### src/hw/rtl/pursr_pkg.sv
// Shared constants, codes and types for the point-update range-sum block.
package pursr_pkg;

  localparam int unsigned DEPTH   = 4096;
  localparam int unsigned DataW   = 32;
  localparam int unsigned FirstW  = 13;
  localparam int unsigned CmdW    = 2;
  localparam int unsigned StatW   = 2;
  localparam int unsigned AddrW   = $clog2(DEPTH);
  // Tree positions reach 2*DEPTH while stepping up, hence the extra bit.
  localparam int unsigned PosW    = $clog2(DEPTH + 1) + 1;
  localparam int unsigned InDataW = ((FirstW + DataW + 7) / 8) * 8;

  localparam logic [DataW-1:0] DEPTH_W = DataW'(DEPTH);

  typedef enum logic [CmdW-1:0] {
    CMD_CLEAR = 2'd0,
    CMD_ADD   = 2'd1,
    CMD_SUB   = 2'd2,
    CMD_QUERY = 2'd3
  } cmd_e;

  typedef enum logic [StatW-1:0] {
    STAT_OK        = 2'd0,
    STAT_POS_ERR   = 2'd1,
    STAT_ORDER_ERR = 2'd2
  } status_e;

  typedef enum logic [2:0] {
    S_CLEAR,
    S_IDLE,
    S_UPD_RD,
    S_UPD_WR,
    S_QRY_RD,
    S_QRY_ACC,
    S_RESULT
  } state_e;

  typedef struct packed {
    logic             we;
    logic [AddrW-1:0] addr;
    logic [DataW-1:0] wdata;
  } mem_req_t;

  typedef struct packed {
    logic             valid;
    logic [DataW-1:0] sum;
    status_e          status;
  } res_t;

endpackage

### src/hw/rtl/pursr_ctrl.sv
// Command sequencer: clear sweep, tree update walk and two-path prefix query.
module pursr_ctrl import pursr_pkg::*; (
  input  logic                    clk_i,
  input  logic                    rst_ni,
  input  logic                    in_valid_i,
  output logic                    in_ready_o,
  input  cmd_e                    in_cmd_i,
  input  logic [FirstW-1:0]       in_first_i,
  input  logic signed [DataW-1:0] in_second_i,
  output mem_req_t                mem_req_o,
  input  logic [DataW-1:0]        mem_rdata_i,
  output res_t                    res_o,
  input  logic                    res_ready_i
);

  state_e           state_q, state_d;
  logic [AddrW-1:0] clr_addr_q, clr_addr_d;
  logic [PosW-1:0]  pos_q, pos_d;
  logic [PosW-1:0]  left_q, left_d;
  logic [DataW-1:0] delta_q, delta_d;
  logic [DataW-1:0] acc_q, acc_d;
  logic             phase_q, phase_d;
  logic [DataW-1:0] sum_q, sum_d;
  status_e          status_q, status_d;

  logic [DataW-1:0] first_u, second_u;
  logic             first_ok, second_ok;
  logic [PosW-1:0]  pos_m1, lowbit, pos_up, pos_dn;
  logic [DataW-1:0] acc_nx;

  assign first_u   = DataW'(in_first_i);
  assign second_u  = $unsigned(in_second_i);
  assign first_ok  = (first_u != '0) && (first_u <= DEPTH_W);
  assign second_ok = (second_u != '0) && (second_u <= DEPTH_W);

  assign pos_m1 = pos_q - PosW'(1);
  assign lowbit = pos_q & (~pos_q + PosW'(1));
  assign pos_up = pos_q + lowbit;
  assign pos_dn = pos_q - lowbit;
  // right prefix adds, left prefix subtracts
  assign acc_nx = phase_q ? (acc_q - mem_rdata_i) : (acc_q + mem_rdata_i);

  always_ff @(posedge clk_i or negedge rst_ni) begin
    if (!rst_ni) begin
      state_q    <= S_CLEAR;
      clr_addr_q <= '0;
    end else begin
      state_q    <= state_d;
      clr_addr_q <= clr_addr_d;
    end
  end

  always_ff @(posedge clk_i) begin
    pos_q    <= pos_d;
    left_q   <= left_d;
    delta_q  <= delta_d;
    acc_q    <= acc_d;
    phase_q  <= phase_d;
    sum_q    <= sum_d;
    status_q <= status_d;
  end

  always_comb begin
    state_d    = state_q;
    clr_addr_d = clr_addr_q;
    pos_d      = pos_q;
    left_d     = left_q;
    delta_d    = delta_q;
    acc_d      = acc_q;
    phase_d    = phase_q;
    sum_d      = sum_q;
    status_d   = status_q;
    in_ready_o = 1'b0;
    mem_req_o.we    = 1'b0;
    mem_req_o.addr  = pos_m1[AddrW-1:0];
    mem_req_o.wdata = mem_rdata_i + delta_q;
    res_o.valid  = 1'b0;
    res_o.sum    = sum_q;
    res_o.status = status_q;

    unique case (state_q)
      S_CLEAR: begin
        mem_req_o.we    = 1'b1;
        mem_req_o.addr  = clr_addr_q;
        mem_req_o.wdata = '0;
        clr_addr_d      = clr_addr_q + AddrW'(1);
        if (clr_addr_q == AddrW'(DEPTH - 1)) begin
          clr_addr_d = '0;
          state_d    = S_IDLE;
        end
      end
      S_IDLE: begin
        in_ready_o = 1'b1;
        if (in_valid_i) begin
          sum_d    = '0;
          status_d = STAT_POS_ERR;
          unique case (in_cmd_i) inside
            CMD_CLEAR: state_d = S_CLEAR;
            CMD_ADD, CMD_SUB: begin
              pos_d   = PosW'(in_first_i);
              delta_d = (in_cmd_i == CMD_ADD) ? second_u : (~second_u + DataW'(1));
              state_d = first_ok ? S_UPD_RD : S_RESULT;
            end
            CMD_QUERY: begin
              pos_d   = PosW'(second_u);
              left_d  = PosW'(in_first_i) - PosW'(1);
              acc_d   = '0;
              phase_d = 1'b0;
              if (!first_ok || !second_ok) begin
                state_d = S_RESULT;
              end else if (first_u > second_u) begin
                status_d = STAT_ORDER_ERR;
                state_d  = S_RESULT;
              end else begin
                state_d = S_QRY_RD;
              end
            end
            default: state_d = S_IDLE;
          endcase
        end
      end
      S_UPD_RD: state_d = S_UPD_WR;
      S_UPD_WR: begin
        mem_req_o.we = 1'b1;
        pos_d        = pos_up;
        state_d      = (pos_up > PosW'(DEPTH)) ? S_IDLE : S_UPD_RD;
      end
      S_QRY_RD: state_d = S_QRY_ACC;
      S_QRY_ACC: begin
        acc_d = acc_nx;
        if (pos_dn != '0) begin
          pos_d   = pos_dn;
          state_d = S_QRY_RD;
        end else if (!phase_q && (left_q != '0)) begin
          phase_d = 1'b1;
          pos_d   = left_q;
          state_d = S_QRY_RD;
        end else begin
          sum_d    = acc_nx;
          status_d = STAT_OK;
          state_d  = S_RESULT;
        end
      end
      S_RESULT: begin
        res_o.valid = 1'b1;
        if (res_ready_i) begin
          state_d = S_IDLE;
        end
      end
      default: state_d = S_IDLE;
    endcase
  end

  a_clear_writes_zero: assert property (@(posedge clk_i) disable iff (!rst_ni)
    (state_q == S_CLEAR) |-> (mem_req_o.we && (mem_req_o.wdata == '0)))
    else $error("clear sweep not writing zero");

  a_walk_pos_range: assert property (@(posedge clk_i) disable iff (!rst_ni)
    (state_q == S_UPD_RD || state_q == S_UPD_WR || state_q == S_QRY_RD ||
     state_q == S_QRY_ACC) |-> ((pos_q != '0) && (pos_q <= PosW'(DEPTH))))
    else $error("tree walk position out of range");

  a_acc_after_read: assert property (@(posedge clk_i) disable iff (!rst_ni)
    (state_q == S_QRY_ACC) |-> ($past(state_q) == S_QRY_RD))
    else $error("accumulate without preceding read");

  a_write_after_read: assert property (@(posedge clk_i) disable iff (!rst_ni)
    (state_q == S_UPD_WR) |-> ($past(state_q) == S_UPD_RD))
    else $error("update write without preceding read");

  a_err_zero_sum: assert property (@(posedge clk_i) disable iff (!rst_ni)
    (res_o.valid && (res_o.status != STAT_OK)) |-> (res_o.sum == '0))
    else $error("error result with non-zero sum");

endmodule

### config.mk
export PLATFORM = sky130hd
export DESIGN_NAME = pursr_ctrl
export DESIGN_NICKNAME = d
export VERILOG_FILES = /design/src/hw/rtl/pursr_pkg.sv /design/src/hw/rtl/pursr_ctrl.sv
export SDC_FILE = /design/constraint.sdc
export NUM_CORES = 1
export LEC_CHECK = 0
export BUFFER_PORTS_ARGS = -buffer_cell sky130_fd_sc_hd__clkbuf_2
export CAP_MARGIN = 5
export CORE_MARGIN = 2
export CORE_UTILIZATION = 29
export DETAILED_ROUTE_END_ITERATION = 10
export PLACE_DENSITY = 0.42
export SKIP_LAST_GASP = 1
export SLEW_MARGIN = 20
export SYNTH_ARGS = -nofsm -noshare
export SYNTH_HDL_FRONTEND = slang
export SYNTH_SLANG_ARGS = --single-unit
export TNS_END_PERCENT = 30
### constraint.sdc
create_clock -name clk_i -period 5.4 [get_ports clk_i]
set_clock_uncertainty 0.05 [all_clocks]
set_input_delay 0.27 -clock clk_i [delete_from_list [all_inputs] [get_ports clk_i]]
set_output_delay 0.27 -clock clk_i [all_outputs]
set_load 0.05 [all_outputs]
==> run metrics <==
EDFF count, synth=127; footprint of the multi-input gates=7160 sq um; Setup violations, final=0; Setup CP Type=reg -> reg; Post-DP HPWL=30,900 microns; worst setup path end=sum_q[20]; htree depth=4; CTS Root Cell=clkbuf_16; RR Endpoint=sum_q[20]; VDD IR max=0.226 mV; FMAX=0.229 GHz; max_cap viols=0; DRT iter0 DRCs=528; Leakage=5.60 nW; GRT overflow=0; initial core utilization=29.5%; Cell Pwr Density=381 nW/um^2; Initial DRT Pass Iterations=7; CTS hold repair buffers=1; FP Rows=73; crit path DAT=4450 ps; run status=finished, final reports clean; Critical Path Start=pos_q[0]; post-synth cell types=85; worst-path fanout max=15; Post-CTS Resized=0; Worst Setup End Kind=flip-flop; Yosys reg bits=142; Layout Nets=1,647; routed len/inst=19.2 microns; startpoint types=flip-flop; Filler cells=4,277; Vias/cell=5.09; CORE AREA=39,800 sq um; final WL=38,500 microns; CTS Sinks=142; Netlist Area Pre-Place=11,700 sq um; post-synthesis area per instance=8.99 sq um; share of layout cells above drive strength 1=16.5%; Clock transition at path regs=60 ps; Port Buffer Count=163; post-route antenna net violation count=0; Seq/Total Area, Yosys=35.7%; IO Pins=164; Hold Violations, Final=0; Area Overhead vs Synth=17.6%; Tmin final=4360 ps; Slew Limit Fails=0; Num CTS Buffers=17; Worst Path Required=5490 ps; Worst Hold Class=in -> reg; Placer Congestion=0.847; TritonCTS clock tree=yes; die area=42,100 sq um; largest net degree at the start of global routing=47; Async SR Flop Fraction=10.6%; r2r startpoint=pos_q[0]; clk_lat worst skew=450 ps; hold slack=44.7 ps; DRC viols=0; vias=10.2k; first-pass GRT wire length=58,900 microns; syn_nets=1,483; die extent in x=205 microns; gr usage total=18.6%; Sequential Area=4190 sq um; initial antenna violation count=1; RSZ-0062 raised after global routing=false; Worst Reg-to-Reg Cells=12; Fin Setup TNS=0 ps; Die H=205 microns; worst rel slew slack=36.6%; post-route clock period utilization=80.7%; ys flop type=edfxtp_1; Max clock buf depth=2; Syn Inst Count=1,306; worst slew pin tran=944 ps; setup repair bufs after CTS=0; number of global-route vias before repair=9,891; Yosys Warn Count=0; reg2reg setup slack=1040 ps
cells in the final DEF, fill, tap and decap left out, drive strengths merged, types with 11 or more instances in the layout:
cell type	synthesis	layout
mux2i	20	20
nor4	21	21
a21oi	85	85
nand4	12	12
and3	14	14
nor2	175	175
nor2b	15	15
buf	11	18
clkbuf	26	180
a31oi	30	30
dfrtp	15	15
a211oi	12	12
o21ai	52	52
xnor2	82	82
edfxtp	127	127
a21o	32	32
o21a	18	18
o21bai	13	13
nor3	57	57
xor2	46	46
or3	13	13
nand3	33	33
nand2b	11	11
nand2	84	84
ha	92	92
inv	69	75
final cells by class:
class                      instances  share of cell area [%]
tap                              525                    4.76
multi-input combinational       1058                    51.9
sequential                       142                    30.3
timing repair buffer             182                    7.10
clock buffer                      17                    3.08
inverter                          69                    1.88
antenna                            1                  0.0181
clock inverter                    15                   0.969
where the power goes:
| group | switching, mW | internal, mW |
|---|---|---|
| clock | 0.508 | 0.638 |
| sequential | 0.138 | 1.38 |
| combinational | 1.87 | 0.727 |
| total | 2.52 | 2.75 |
cell families (layout without fill, tap and decap cells):
group | Yosys count | count (layout) | share of synthesized area (%)
compound gates | 334 | 334 | 19.1
xor+xnor | 128 | 128 | 9.55
fa+ha+maj | 95 | 95 | 10.2
buf+inv | 106 | 283 | 3.51
flops | 142 | 142 | 35.7
mux | 24 | 24 | 2.09
other cells | 0 | 1 | 0
simple gates | 477 | 477 | 19.8
worst min-delay path by stage:
stage	startpoint	endpoint	slack (ps)	cells after the start
after floorplan	rst_ni	clr_addr_q[0]	-80	0
after global placement	rst_ni	clr_addr_q[8]	160	1
after detailed placement	rst_ni	clr_addr_q[8]	160	1
after CTS	in_valid_i	state_q[0]	20	2
after global routing	in_valid_i	state_q[0]	40	2
final	in_valid_i	state_q[0]	40	2
state kept, by name, indices dropped and copies added, names as in the netlist:
register	cells
acc_q	32
clr_addr_q	12
delta_q	32
left_q	14
phase_q	1
pos_q	14
state_q	3
status_q	2
sum_q	32
cell usage after synthesis, drive strengths merged, types with 18 or more instances:
library cell | number | area, sq um
nor2 | 175 | 657
edfxtp | 127 | 3810
ha | 92 | 1150
a21oi | 85 | 425
nand2 | 84 | 315
xnor2 | 82 | 718
inv | 69 | 259
nor3 | 57 | 290
o21ai | 52 | 283
xor2 | 46 | 403
nand3 | 33 | 165
a21o | 32 | 240
a31oi | 30 | 188
clkbuf | 26 | 97.6
nor4 | 21 | 138
mux2i | 20 | 200
o21a | 18 | 135
worst max-delay path: stages, from the launching register on:
cell,delay (ps)
edfxtp_1,580
inv_1,160
ha_1,260
or3b_4,450
a2111oi_4,440
nand3_1,240
a21oi_1,200
o22ai_1,130
or3_4,410
nor4b_4,270
nand2_1,100
nand2_2,460
buf_4,300
per-layer routing:
metal / track usage [%] / share of wire, % / wire [microns] / vias up
met1: 27.9 / 51 / 19700 / 4817
met4: 4.52 / 1.6 / 607 / 0
met2: 27.5 / 43 / 16700 / 215
li1: - / - / - / 5157
met3: 3.07 / 3.9 / 1490 / 31
met5: 0 / 0 / 0 / -
stage by stage:
stage | power, mW | std cells | setup slack [ps] | area, sq um | utilization, %
after detailed placement | 4.16 | 1974 | 717 | 13200 | 33.2
after global routing | 5.57 | 2009 | 675 | 13800 | 34.7
final | 5.27 | 2009 | 1040 | 13800 | 34.7
after floorplan | 3.42 | 1306 | 969 | 11700 | -
after global placement | 4.17 | 1974 | 868 | 13200 | 33.2
after CTS | 5.32 | 2007 | 1020 | 13800 | 34.6
Power figures use the tool's default switching activity.
